$ cat src/sqd_pkg.sv
// ----------------------------------------------------------------------------
// sqd_pkg
// Shared codes, widths and controller/datapath interface types for the
// shortest-queue dispatcher.
// ----------------------------------------------------------------------------
`default_nettype none

package sqd_pkg;

    localparam int NUM_QUEUES = 3;
    localparam int QIDX_W     = 2;
    localparam int TAG_W      = 16;
    localparam int SCORE_W    = 8;

    localparam logic [SCORE_W-1:0] ADMIT_THRESHOLD_RESET = 8'd50;

    typedef logic [1:0]         action_t;
    typedef logic [2:0]         status_t;
    typedef logic [QIDX_W-1:0]  qidx_t;

    localparam action_t ACT_ADD   = 2'd0;
    localparam action_t ACT_DRAIN = 2'd1;
    localparam action_t ACT_PEEK  = 2'd2;

    localparam status_t ST_ADDED     = 3'd0;
    localparam status_t ST_FULL      = 3'd1;
    localparam status_t ST_PROCESSED = 3'd2;
    localparam status_t ST_FOUND     = 3'd3;
    localparam status_t ST_EMPTY     = 3'd4;
    localparam status_t ST_INVALID   = 3'd5;
    localparam status_t ST_NOTHING   = 3'd6;

    // Commands from the controller to the datapath.
    typedef struct packed {
        logic    capture;
        logic    add_write;
        logic    peek_read;
        logic    drain_pop;
        logic    drain_start;
        logic    drain_next;
        logic    emit;
        status_t emit_status;
    } sqd_cmd_t;

    // Status from the datapath to the controller.
    typedef struct packed {
        action_t action;
        logic    all_full;
        logic    all_empty;
        logic    qn_invalid;
        logic    qn_empty;
        logic    cur_empty;
        logic    last_pend;
        logic    out_free;
    } sqd_sts_t;

endpackage

`default_nettype wire

$ cat src/shortest_queue_dispatcher.sv
// ----------------------------------------------------------------------------
// shortest_queue_dispatcher
// Join-shortest-queue dispatcher over three bounded FIFOs of (tag, score)
// entries with add, drain-all and peek operations.
// ----------------------------------------------------------------------------
//  Channel  Handshake            Payload
//  input    in_valid/in_ready    action, student_tag, score, queue_number
//  result   out_valid/out_ready  status, queue_index, out_tag, out_score,
//                                admitted, last
//  config   cfg_valid/cfg_ready  admit_threshold
//
//  An add, a rejected add, an invalid or empty peek and an empty drain answer
//  from the dispatch state; a peek that finds an entry goes on to S_PK_EMIT
//  for the registered RAM read. A drain scans the queues in order, skipping
//  empty ones, and pops one entry at a time through the single RAM read port.
//  Reset clears the counts and head pointers; no clearing pass is needed.
//  A stalled result holds the output register and the controller waits.
// ----------------------------------------------------------------------------
`default_nettype none

module shortest_queue_dispatcher
    import sqd_pkg::*;
#(
    parameter int QUEUE_DEPTH = 16
) (
    input  wire logic               clk,
    input  wire logic               rst_n,
    input  wire logic               in_valid,
    output logic                    in_ready,
    input  wire action_t            action,
    input  wire logic [TAG_W-1:0]   student_tag,
    input  wire logic [SCORE_W-1:0] score,
    input  wire qidx_t              queue_number,
    output logic                    out_valid,
    input  wire logic               out_ready,
    output status_t                 status,
    output qidx_t                   queue_index,
    output logic [TAG_W-1:0]        out_tag,
    output logic [SCORE_W-1:0]      out_score,
    output logic                    admitted,
    output logic                    last,
    input  wire logic               cfg_valid,
    output logic                    cfg_ready,
    input  wire logic [SCORE_W-1:0] admit_threshold
);

    sqd_cmd_t cmd;
    sqd_sts_t sts;

    // The threshold register takes a transfer in any cycle.
    assign cfg_ready = 1'b1;

    sqd_ctrl u_ctrl (
        .clk      (clk),
        .rst_n    (rst_n),
        .in_valid (in_valid),
        .in_ready (in_ready),
        .sts      (sts),
        .cmd      (cmd)
    );

    sqd_datapath #(
        .QUEUE_DEPTH (QUEUE_DEPTH)
    ) u_datapath (
        .clk             (clk),
        .rst_n           (rst_n),
        .cmd             (cmd),
        .sts             (sts),
        .action          (action),
        .student_tag     (student_tag),
        .score           (score),
        .queue_number    (queue_number),
        .cfg_valid       (cfg_valid),
        .admit_threshold (admit_threshold),
        .out_valid       (out_valid),
        .out_ready       (out_ready),
        .status          (status),
        .queue_index     (queue_index),
        .out_tag         (out_tag),
        .out_score       (out_score),
        .admitted        (admitted),
        .last            (last)
    );

endmodule

`default_nettype wire

$ cat src/sqd_ram.sv
// ----------------------------------------------------------------------------
// sqd_ram
// Generic single-write, single-read RAM with a registered read port.
// ----------------------------------------------------------------------------
`default_nettype none

module sqd_ram #(
    parameter int WIDTH = 24,
    parameter int DEPTH = 48,
    localparam int AW   = $clog2(DEPTH)
) (
    input  wire logic             clk,
    input  wire logic             wr_en,
    input  wire logic [AW-1:0]    wr_addr,
    input  wire logic [WIDTH-1:0] wr_data,
    input  wire logic             rd_en,
    input  wire logic [AW-1:0]    rd_addr,
    output logic      [WIDTH-1:0] rd_data
);

    logic [WIDTH-1:0] mem_reg [DEPTH];
    logic [WIDTH-1:0] rd_data_reg;

    always_ff @(posedge clk)
    begin
        if (wr_en)
        begin
            mem_reg[wr_addr] <= wr_data;
        end
        if (rd_en)
        begin
            rd_data_reg <= mem_reg[rd_addr];
        end
    end

    assign rd_data = rd_data_reg;

endmodule

`default_nettype wire

$ cat src/sqd_ctrl.sv
// ----------------------------------------------------------------------------
// sqd_ctrl
// Controller state machine: sequences add, peek and drain operations and
// issues commands to the datapath.
// ----------------------------------------------------------------------------
`default_nettype none

module sqd_ctrl
    import sqd_pkg::*;
(
    input  wire logic     clk,
    input  wire logic     rst_n,
    input  wire logic     in_valid,
    output logic          in_ready,
    input  wire sqd_sts_t sts,
    output sqd_cmd_t      cmd
);

    localparam logic [2:0] S_IDLE     = 3'd0;
    localparam logic [2:0] S_DISPATCH = 3'd1;
    localparam logic [2:0] S_DR_SCAN  = 3'd2;
    localparam logic [2:0] S_DR_EMIT  = 3'd3;
    localparam logic [2:0] S_PK_EMIT  = 3'd4;

    logic [2:0] state_reg;
    logic [2:0] state_next;

    always_ff @(posedge clk or negedge rst_n)
    begin
        if (!rst_n)
        begin
            state_reg <= S_IDLE;
        end
        else
        begin
            state_reg <= state_next;
        end
    end

    always_comb
    begin
        state_next = state_reg;
        cmd        = '0;
        in_ready   = 1'b0;
        case (state_reg)
            S_IDLE:
            begin
                in_ready = 1'b1;
                if (in_valid)
                begin
                    cmd.capture = 1'b1;
                    state_next  = S_DISPATCH;
                end
            end
            S_DISPATCH:
            begin
                case (sts.action)
                    ACT_ADD:
                    begin
                        if (sts.out_free)
                        begin
                            cmd.emit = 1'b1;
                            if (sts.all_full)
                            begin
                                cmd.emit_status = ST_FULL;
                            end
                            else
                            begin
                                cmd.add_write   = 1'b1;
                                cmd.emit_status = ST_ADDED;
                            end
                            state_next = S_IDLE;
                        end
                    end
                    ACT_DRAIN:
                    begin
                        if (sts.all_empty)
                        begin
                            if (sts.out_free)
                            begin
                                cmd.emit        = 1'b1;
                                cmd.emit_status = ST_NOTHING;
                                state_next      = S_IDLE;
                            end
                        end
                        else
                        begin
                            cmd.drain_start = 1'b1;
                            state_next      = S_DR_SCAN;
                        end
                    end
                    ACT_PEEK:
                    begin
                        if (sts.qn_invalid || sts.qn_empty)
                        begin
                            if (sts.out_free)
                            begin
                                cmd.emit        = 1'b1;
                                cmd.emit_status = sts.qn_invalid ? ST_INVALID : ST_EMPTY;
                                state_next      = S_IDLE;
                            end
                        end
                        else
                        begin
                            cmd.peek_read = 1'b1;
                            state_next    = S_PK_EMIT;
                        end
                    end
                    default:
                    begin
                        state_next = S_IDLE;
                    end
                endcase
            end
            S_DR_SCAN:
            begin
                // Skip empty queues; at least one entry remains while here.
                if (sts.cur_empty)
                begin
                    cmd.drain_next = 1'b1;
                end
                else
                begin
                    cmd.drain_pop = 1'b1;
                    state_next    = S_DR_EMIT;
                end
            end
            S_DR_EMIT:
            begin
                if (sts.out_free)
                begin
                    cmd.emit        = 1'b1;
                    cmd.emit_status = ST_PROCESSED;
                    state_next      = sts.last_pend ? S_IDLE : S_DR_SCAN;
                end
            end
            S_PK_EMIT:
            begin
                if (sts.out_free)
                begin
                    cmd.emit        = 1'b1;
                    cmd.emit_status = ST_FOUND;
                    state_next      = S_IDLE;
                end
            end
            default:
            begin
                state_next = S_IDLE;
            end
        endcase
    end

endmodule

`default_nettype wire

$ cat src/sqd_datapath.sv
// ----------------------------------------------------------------------------
// sqd_datapath
// Queue bookkeeping (counts, head pointers), entry RAM, threshold register,
// input capture and the output register.
// ----------------------------------------------------------------------------
`default_nettype none

module sqd_datapath
    import sqd_pkg::*;
#(
    parameter int QUEUE_DEPTH = 16
) (
    input  wire logic               clk,
    input  wire logic               rst_n,
    input  wire sqd_cmd_t           cmd,
    output sqd_sts_t                sts,
    input  wire action_t            action,
    input  wire logic [TAG_W-1:0]   student_tag,
    input  wire logic [SCORE_W-1:0] score,
    input  wire qidx_t              queue_number,
    input  wire logic               cfg_valid,
    input  wire logic [SCORE_W-1:0] admit_threshold,
    output logic                    out_valid,
    input  wire logic               out_ready,
    output status_t                 status,
    output qidx_t                   queue_index,
    output logic [TAG_W-1:0]        out_tag,
    output logic [SCORE_W-1:0]      out_score,
    output logic                    admitted,
    output logic                    last
);

    localparam int CNT_W   = $clog2(QUEUE_DEPTH + 1);
    localparam int PTR_W   = $clog2(QUEUE_DEPTH);
    localparam int SUM_W   = CNT_W + 1;
    localparam int SLOTS   = NUM_QUEUES * QUEUE_DEPTH;
    localparam int ADDR_W  = $clog2(SLOTS);
    localparam int ENTRY_W = TAG_W + SCORE_W;

    logic [CNT_W-1:0]   counts_reg [NUM_QUEUES];
    logic [CNT_W-1:0]   counts_next[NUM_QUEUES];
    logic [PTR_W-1:0]   heads_reg  [NUM_QUEUES];
    logic [PTR_W-1:0]   heads_next [NUM_QUEUES];
    qidx_t              cur_q_reg;
    qidx_t              cur_q_next;
    logic               last_pend_reg;
    logic               last_pend_next;
    logic [SCORE_W-1:0] threshold_reg;

    action_t            action_reg;
    logic [TAG_W-1:0]   tag_reg;
    logic [SCORE_W-1:0] score_reg;
    qidx_t              qn_reg;

    logic               out_valid_reg;
    status_t            status_reg;
    qidx_t              queue_index_reg;
    logic [TAG_W-1:0]   out_tag_reg;
    logic [SCORE_W-1:0] out_score_reg;
    logic               admitted_reg;
    logic               last_reg;

    qidx_t              best_q;
    logic [SUM_W-1:0]   tail_sum;
    logic [SUM_W-1:0]   tail_wrap;
    logic [PTR_W-1:0]   tail_idx;
    qidx_t              rd_q;
    logic [ADDR_W-1:0]  wr_addr;
    logic [ADDR_W-1:0]  rd_addr;
    logic [ENTRY_W-1:0] rd_data;
    logic               later_empty;
    logic               out_free;

    status_t            status_next;
    qidx_t              queue_index_next;
    logic [TAG_W-1:0]   out_tag_next;
    logic [SCORE_W-1:0] out_score_next;
    logic               admitted_next;
    logic               last_next;

    // Shortest queue, lowest index on a tie.
    always_comb
    begin
        best_q = '0;
        for (int q = 1; q < NUM_QUEUES; q++)
        begin
            if (counts_reg[q] < counts_reg[best_q])
            begin
                best_q = QIDX_W'(q);
            end
        end
    end

    // Tail slot of the chosen queue: (head + count) wrapped into the ring.
    always_comb
    begin
        tail_sum  = SUM_W'(heads_reg[best_q]) + SUM_W'(counts_reg[best_q]);
        tail_wrap = (tail_sum >= SUM_W'(QUEUE_DEPTH)) ? tail_sum - SUM_W'(QUEUE_DEPTH)
                                                      : tail_sum;
        tail_idx  = tail_wrap[PTR_W-1:0];
    end

    assign rd_q    = cmd.drain_pop ? cur_q_reg : qn_reg;
    assign wr_addr = ADDR_W'(best_q) * ADDR_W'(QUEUE_DEPTH) + ADDR_W'(tail_idx);
    assign rd_addr = ADDR_W'(rd_q) * ADDR_W'(QUEUE_DEPTH) + ADDR_W'(heads_reg[rd_q]);

    sqd_ram #(
        .WIDTH (ENTRY_W),
        .DEPTH (SLOTS)
    ) u_entry_ram (
        .clk     (clk),
        .wr_en   (cmd.add_write),
        .wr_addr (wr_addr),
        .wr_data ({tag_reg, score_reg}),
        .rd_en   (cmd.peek_read || cmd.drain_pop),
        .rd_addr (rd_addr),
        .rd_data (rd_data)
    );

    // True when every queue after the one being drained is empty.
    always_comb
    begin
        later_empty = 1'b1;
        for (int q = 0; q < NUM_QUEUES; q++)
        begin
            if (QIDX_W'(q) > cur_q_reg && counts_reg[q] != '0)
            begin
                later_empty = 1'b0;
            end
        end
    end

    always_comb
    begin
        for (int q = 0; q < NUM_QUEUES; q++)
        begin
            counts_next[q] = counts_reg[q];
            heads_next[q]  = heads_reg[q];
        end
        cur_q_next     = cur_q_reg;
        last_pend_next = last_pend_reg;
        if (cmd.add_write)
        begin
            counts_next[best_q] = counts_reg[best_q] + CNT_W'(1);
        end
        if (cmd.drain_start)
        begin
            cur_q_next = '0;
        end
        if (cmd.drain_next)
        begin
            cur_q_next = cur_q_reg + QIDX_W'(1);
        end
        if (cmd.drain_pop)
        begin
            counts_next[cur_q_reg] = counts_reg[cur_q_reg] - CNT_W'(1);
            heads_next[cur_q_reg]  = (heads_reg[cur_q_reg] == PTR_W'(QUEUE_DEPTH - 1))
                                     ? '0 : heads_reg[cur_q_reg] + PTR_W'(1);
            last_pend_next = (counts_reg[cur_q_reg] == CNT_W'(1)) && later_empty;
        end
    end

    always_ff @(posedge clk or negedge rst_n)
    begin
        if (!rst_n)
        begin
            for (int q = 0; q < NUM_QUEUES; q++)
            begin
                counts_reg[q] <= '0;
                heads_reg[q]  <= '0;
            end
            cur_q_reg     <= '0;
            last_pend_reg <= 1'b0;
            threshold_reg <= ADMIT_THRESHOLD_RESET;
            out_valid_reg <= 1'b0;
        end
        else
        begin
            for (int q = 0; q < NUM_QUEUES; q++)
            begin
                counts_reg[q] <= counts_next[q];
                heads_reg[q]  <= heads_next[q];
            end
            cur_q_reg     <= cur_q_next;
            last_pend_reg <= last_pend_next;
            if (cfg_valid)
            begin
                threshold_reg <= admit_threshold;
            end
            if (cmd.emit)
            begin
                out_valid_reg <= 1'b1;
            end
            else if (out_ready)
            begin
                out_valid_reg <= 1'b0;
            end
        end
    end

    // Payload registers.
    always_ff @(posedge clk)
    begin
        if (cmd.capture)
        begin
            action_reg <= action;
            tag_reg    <= student_tag;
            score_reg  <= score;
            qn_reg     <= queue_number;
        end
        if (cmd.emit)
        begin
            status_reg      <= status_next;
            queue_index_reg <= queue_index_next;
            out_tag_reg     <= out_tag_next;
            out_score_reg   <= out_score_next;
            admitted_reg    <= admitted_next;
            last_reg        <= last_next;
        end
    end

    always_comb
    begin
        status_next      = cmd.emit_status;
        queue_index_next = '0;
        out_tag_next     = '0;
        out_score_next   = '0;
        admitted_next    = 1'b0;
        last_next        = 1'b1;
        case (cmd.emit_status)
            ST_ADDED:
            begin
                queue_index_next = best_q;
            end
            ST_PROCESSED:
            begin
                queue_index_next = cur_q_reg;
                out_tag_next     = rd_data[ENTRY_W-1:SCORE_W];
                out_score_next   = rd_data[SCORE_W-1:0];
                admitted_next    = rd_data[SCORE_W-1:0] > threshold_reg;
                last_next        = last_pend_reg;
            end
            ST_FOUND:
            begin
                queue_index_next = qn_reg;
                out_tag_next     = rd_data[ENTRY_W-1:SCORE_W];
                out_score_next   = rd_data[SCORE_W-1:0];
            end
            ST_EMPTY:
            begin
                queue_index_next = qn_reg;
            end
            default:
            begin
                queue_index_next = '0;
            end
        endcase
    end

    assign out_free = !out_valid_reg || out_ready;

    always_comb
    begin
        sts            = '0;
        sts.action     = action_reg;
        sts.all_full   = counts_reg[best_q] >= CNT_W'(QUEUE_DEPTH);
        sts.all_empty  = 1'b1;
        for (int q = 0; q < NUM_QUEUES; q++)
        begin
            if (counts_reg[q] != '0)
            begin
                sts.all_empty = 1'b0;
            end
        end
        sts.qn_invalid = qn_reg >= QIDX_W'(NUM_QUEUES);
        sts.qn_empty   = sts.qn_invalid ? 1'b1 : (counts_reg[qn_reg] == '0);
        sts.cur_empty  = counts_reg[cur_q_reg] == '0;
        sts.last_pend  = last_pend_reg;
        sts.out_free   = out_free;
    end

    assign out_valid   = out_valid_reg;
    assign status      = status_reg;
    assign queue_index = queue_index_reg;
    assign out_tag     = out_tag_reg;
    assign out_score   = out_score_reg;
    assign admitted    = admitted_reg;
    assign last        = last_reg;

endmodule

`default_nettype wire
$ cat config.mk
export PLATFORM = sky130hd
export DESIGN_NAME = shortest_queue_dispatcher
export DESIGN_NICKNAME = d
export VERILOG_FILES = /design/src/sqd_pkg.sv /design/src/shortest_queue_dispatcher.sv /design/src/sqd_ram.sv /design/src/sqd_ctrl.sv /design/src/sqd_datapath.sv
export SDC_FILE = /design/constraint.sdc
export NUM_CORES = 1
export LEC_CHECK = 0
export ABC_AREA = 1
export CORE_MARGIN = 2
export CORE_UTILIZATION = 55
export DETAILED_ROUTE_END_ITERATION = 10
export DONT_BUFFER_PORTS = 1
export GPL_ROUTABILITY_DRIVEN = 0
export HOLD_SLACK_MARGIN = 0.03
export PLACE_DENSITY = 0.74
export SLEW_MARGIN = 20
export SYNTH_ARGS = -nofsm -noshare
export SYNTH_HDL_FRONTEND = slang
export SYNTH_SLANG_ARGS = --single-unit
export TNS_END_PERCENT = 50
$ cat constraint.sdc
create_clock -name clk -period 6.7 [get_ports clk]
set_input_delay 0 -clock clk [delete_from_list [all_inputs] [get_ports clk]]
set_output_delay 0 -clock clk [all_outputs]
set_load 0.05 [all_outputs]
# Yosys cells after proc, flatten, opt, wreduce, memory -nomap -nowiden
# Memory sizes are Yosys's and may differ from the RTL's. A register that Yosys moved wholly into a read port is not among the register bits.
# Index checks and enable logic that the tools add are counted.
[word_totals] ramBits=1152 input_bits=41 mem_count=1 output_inout_bits=34 ff_bits=101
[mem_list] name="u_datapath.u_entry_ram.mem_reg" depth=48 width=24 rd=1 rd_ports_with_merged_regs=1 wr=1 line="sqd_ram.sv:21" rtl="logic [WIDTH-1:0] mem_reg [DEPTH];"
[classes] addsub=8 n_reduce_logical=23 n_bitwise=5 magnitude_cmp=16 n_mux=87 eq_ne=14
[ops] cell="$mux 4" count=16
[ops] cell="$mux 5" count=10
[ops] cell="$bmux 5 s2" count=4
[ops] cell="$bwmux 15" count=2
[ops] cell="$mux 15" count=2
[ops] cell="$mux 1" count=29
[ops] cell="$bmux 4 s2" count=3
[ops] cell="$pmux 4 s3" count=2
[ops] cell="$demux 5 s2" count=2
[ops] cell="$mux 3" count=6
[ops] cell="$ge 3x3->1 const B" count=5
[ops] cell="$pmux 3 s5" count=1
[ops] cell="$reduce_bool 5->1" count=3
[ops] cell="$add 6x4->6" count=2
[ops] cell="$bwmux 12" count=1
[ops] cell="$eq 3x2->1 const B" count=4
[ops] cell="$mux 2" count=6
[ops] cell="$not 2->3" count=4
[ops] cell="$logic_not 5->1" count=2
[ops] cell="$lt 5x5->1" count=2
[ops] cell="$pmux 3 s3" count=1
[ops] cell="$demux 4 s2" count=1
[ops] cell="$gt 8x8->1" count=1
[ops] cell="$add 4x5->6" count=1
[ops] cell="other kinds (29)" count=43

# Longest topological paths before layout
[logic_depth] depth_word=20 mapped_depth=28

# Hierarchy
# Synthesis repeated with hierarchy kept, for this count alone.
[unflattened] cells_unflattened=4421 area_unflattened_um2=52789.4
[by_module_without_submodules] module="sqd_ram" instances=1 area_each_um2=47262.8 cells_each=3804
[by_module_without_submodules] module="sqd_datapath" instances=1 area_each_um2=5148.7 cells_each=551
[by_module_without_submodules] module="sqd_ctrl" instances=1 area_each_um2=366.6 cells_each=64
[by_module_without_submodules] module="shortest_queue_dispatcher" instances=1 area_each_um2=11.3 cells_each=2

# Worst setup path before layout
# Ideal clock, no wire load.
[synth_timing] kind="reg2reg" from="register u_datapath.counts_reg[12] (netlist bit)" to="memory u_datapath.u_entry_ram.mem_reg[0][0], enable pin" arrival_ps=4883 stages_incl_launch_ff=26 t_required_ps=6295 setup_ps=405 path_buffers=1 setup_slack_ps=1413 path_cell_list="dfrtp_1 -> inv_1 -> ha_1 -> nand2_1 -> inv_1 -> o21ai_0 -> nand3_1 -> clkbuf_1 -> o21ai_0 -> inv_1 -> ha_1 -> a21oi_1 -> o21a_1 -> nand2_1 -> inv_1 -> nor2_1 -> inv_1 -> o22ai_1 -> a21oi_1 -> ha_1 -> a21oi_1 -> o21ai_0 -> xnor2_1 -> xor2_1 -> nand2_1 -> nor2_1"
[synth_via] elab_chain_cells=19
[synth_lines] item="from (decl)" line="sqd_datapath.sv:40" rtl="logic [CNT_W-1:0] counts_reg [NUM_QUEUES];"
[synth_lines] item="from (signal, indexed assignment)" line="sqd_datapath.sv:181" rtl="counts_reg[q] <= counts_next[q];"
[synth_lines] item="branches (longest 19 deep; another with $lt 5x5->1)"
[synth_lines] item="to (decl)" line="sqd_ram.sv:21"
# Several ways; the timed one is not identified. The select of a mux whose other input is x is not followed.

# Worst setup path in the final report
[layout_timing] from="register u_datapath.counts_reg[12] (netlist bit)" to="memory u_datapath.u_entry_ram.mem_reg[27][12], enable pin"
# The elaborated chain is that of the path after synthesis.

==> metrics.txt <==
DR vias/cell 5.73; row count 116; final worst path period need 6170 ps; CTS H-tree lvls 4; worst skew pair latency 750 ps; Pleak 25.3 nW; Peak VDD IR 0.662 mV; Yosys reg bits 1277; first-pass GRT wire length 222000 microns; Mapped Cells 5135; DR vias 38300; Post-CTS Setup Inserts 0; register-to-register setup slack 530 ps; Multi-input gate area 0.0127 sq mm; syn avg cell area 10.9 sq um; pwr dens 509 mW/mm^2; DR pass1 iterations 6; FF+latch area 0.0381 sq mm; io pins 75; layout cells sized above 1 7.97%; Hold Crit Start out_ready; crit path capture type flip-flop; # setup viols final 0; top cell type's share of synthesized area 66.3%; run status completed; unique cell type count in the Yosys netlist 47; vias in the first global route 36800; M1 GR Usage 39.7%; Post-DP HPWL 84100 microns; met2 usage 43.1%; Layout area overhead 12.1%; GRT overflow 0; Cell Area, Synth 0.0559 sq mm; clock sink total 1277; overall routing resource usage 28.6%; Root Driver clkbuf_16; Clock Pin Slew Worst Setup and Hold Paths 60 ps; largest net degree at the start of global routing 121; Mapped Nets 5204; Post-Route WL 148000 microns; max_cap viols 0; Yosys warnings 0; die area 0.104 sq mm; switching share of power 46.0%; period utilization 92.1%; die width 323 microns; Initial Util 55.7%; # fillers 7596; Worst Reg-to-Reg Cells 26; drc violations 0; Diodes inserted 0; CTS tree built; Internal Power 17.2 mW; Setup TNS Final 0 ps; initial antenna violation count 6; Die Ht 323 microns; Slew Limit Fails 0; Max Freq 0.162 GHz; Crit Path Class reg2reg; Critical R2R Launch u_datapath.counts_reg[12]; Tightest Pin Transition 1060 ps; antenna viol nets, final 0; M3 GR Usage 7.04%; Initial DRC Count 5701; clock buffer count from CTS 131; Crit Reg-Reg Endpoint u_datapath.u_entry_ram.mem_reg[27][12]; P_sw 14.7 mW; CP Launch Type flip-flop; clock power share 22.0%; Hold Vio Cnt, Final 0; layout net count 5289; worst-path fanout max 16; port bufs 0; Core Footprint 0.100 sq mm; Worst EP arrival 6580 ps; most used cell, CP inv_1; clk buf depth 3; dpl cell area 0.0577 sq mm; CP peak stage delay 500 ps; post-CTS sizing 0; ranking of synthesized cells by area edfxtp_1 (66%), nand3_1 (9.4%), inv_1 (6.8%), nand2_1 (6.4%), o211ai_1 (2.7%); busiest metal layer after global routing met2; fin area 0.0627 sq mm; RSZ-0062 raised after global routing false; CP required 7110 ps; worst hold path type in2reg; CP max-delay cell nor2_2; Seq/Total Area, Yosys 68.2%; Slew HR 29.2%; Setup Skew 32.0 ps; Yosys top cell by area edfxtp_1; Largest register FFs 1152; Seq pwr share 30.1%; worst setup path endpoint u_datapath.u_entry_ram.mem_reg[27][12]; drt wl/cell 22.2 microns; Combinational Power Share 47.9%; Critical path origin u_datapath.counts_reg[12]
[cell families (layout without fill, tap and decap cells)]
| kind of cell | after synthesis | count (layout) | share of synthesized area [%] |
|---|---|---|---|
| mux | 2 | 2 | 0.0403 |
| compound gates | 321 | 321 | 3.95 |
| buf+inv | 1299 | 1483 | 9.45 |
| other cells | 1 | 1 | 0.00671 |
| fa+ha+maj | 28 | 28 | 0.640 |
| simple gates | 2199 | 2199 | 17.6 |
| flops | 1277 | 1277 | 68.2 |
| xor+xnor | 8 | 8 | 0.125 |
[cells in the final DEF (no fill, tap or decap), drive strengths merged, types with 27 or more instances in the layout]
cell type    synthesis  layout
a21oi               31      31
dfrtp               39      39
or2                 47      47
o21ai               68      68
nor2               110     110
inv               1027    1035
edfxtp            1235    1235
ha                  27      27
nand2              965     965
clkbuf              51     155
buf                220     145
o211ai             200     200
nand3             1060    1060
clkinv               1      60
dlygate4sd3          0      78
[area by class of cell]
cell class              instances  area share (%)
well taps                    1357            2.71
clock inverters                77            1.07
multi-input cells            2559            20.2
flip-flops and latches       1277            60.9
inverters                    1028            6.17
repair buffers                223            3.51
clock buffers                 155            5.44
[routing by layer]
layer | vias up | part of all wire (%)
met5 | - | 0
met4 | 0 | 4.3
met3 | 333 | 13
met2 | 2389 | 45
met1 | 18200 | 38
li1 | 17300 | -
[synthesized netlist by cell type, drive strengths merged]
cell	n
a211oi	1
a21oi	31
a22oi	4
a32oi	1
and2	1
buf	220
clkbuf	51
clkinv	1
conb	1
dfrtp	39
dfstp	3
edfxtp	1235
fa	1
ha	27
inv	1027
mux2	2
nand2	965
nand3	1060
nand4	5
nor2	110
nor3	11
o211ai	200
o21a	6
o21ai	68
o221a	1
o221ai	1
o22ai	4
o31ai	4
or2	47
xnor2	2
xor2	6
[how the worst min path moves through the flow]
stage / end / slack (ps) / cells past startpoint
6_report: u_ctrl.state_reg[2] / 190 / 4
5_1_grt: u_ctrl.state_reg[2] / 210 / 4
4_1_cts: u_ctrl.state_reg[2] / 110 / 4
3_5_place_dp: u_datapath.counts_reg[4] / -290 / 0
3_3_place_gp: u_datapath.last_pend_reg / -290 / 0
2_1_floorplan: u_ctrl.state_reg[0] / -300 / 0
[what timing repair did]
item                                    CTS  global route
endpoints found under the hold margin   124             0
hold buffers                             80             0
endpoints found under the setup margin    0             0
[power by group through the flow]
stage,combinational (mW),clock (mW),sequential (mW)
finish,15.3,7.01,9.61
global route,16.4,7.38,9.63
CTS,14.9,7.07,9.60
detailed placement,14.7,0,9.77
global placement,14.5,0,9.77
floorplan,9.67,0,9.67
[critical path, delay by kind of cell, from the launching register on]
kind / cells / cell delay (ps)
compound gates: 6 / 980
xor+xnor: 1 / 340
fa+ha+maj: 4 / 1160
buf+inv: 8 / 1210
flops: 1 / 380
simple gates: 7 / 1760
[through the flow]
step | power, mW | worst slack, ps | hold slack [ps] | util [%] | cells
2_1_floorplan | 19.3 | 1410 | -296 | - | 5135
4_1_cts | 31.6 | 735 | 109 | 62.4 | 6676
3_3_place_gp | 24.3 | 885 | -290 | 57.5 | 6364
6_report | 31.9 | 527 | 190 | 62.4 | 6676
5_1_grt | 33.4 | 179 | 212 | 62.4 | 6676
3_5_place_dp | 24.5 | 789 | -290 | 57.5 | 6364
No activity file was read; power rests on OpenSTA's default activity.
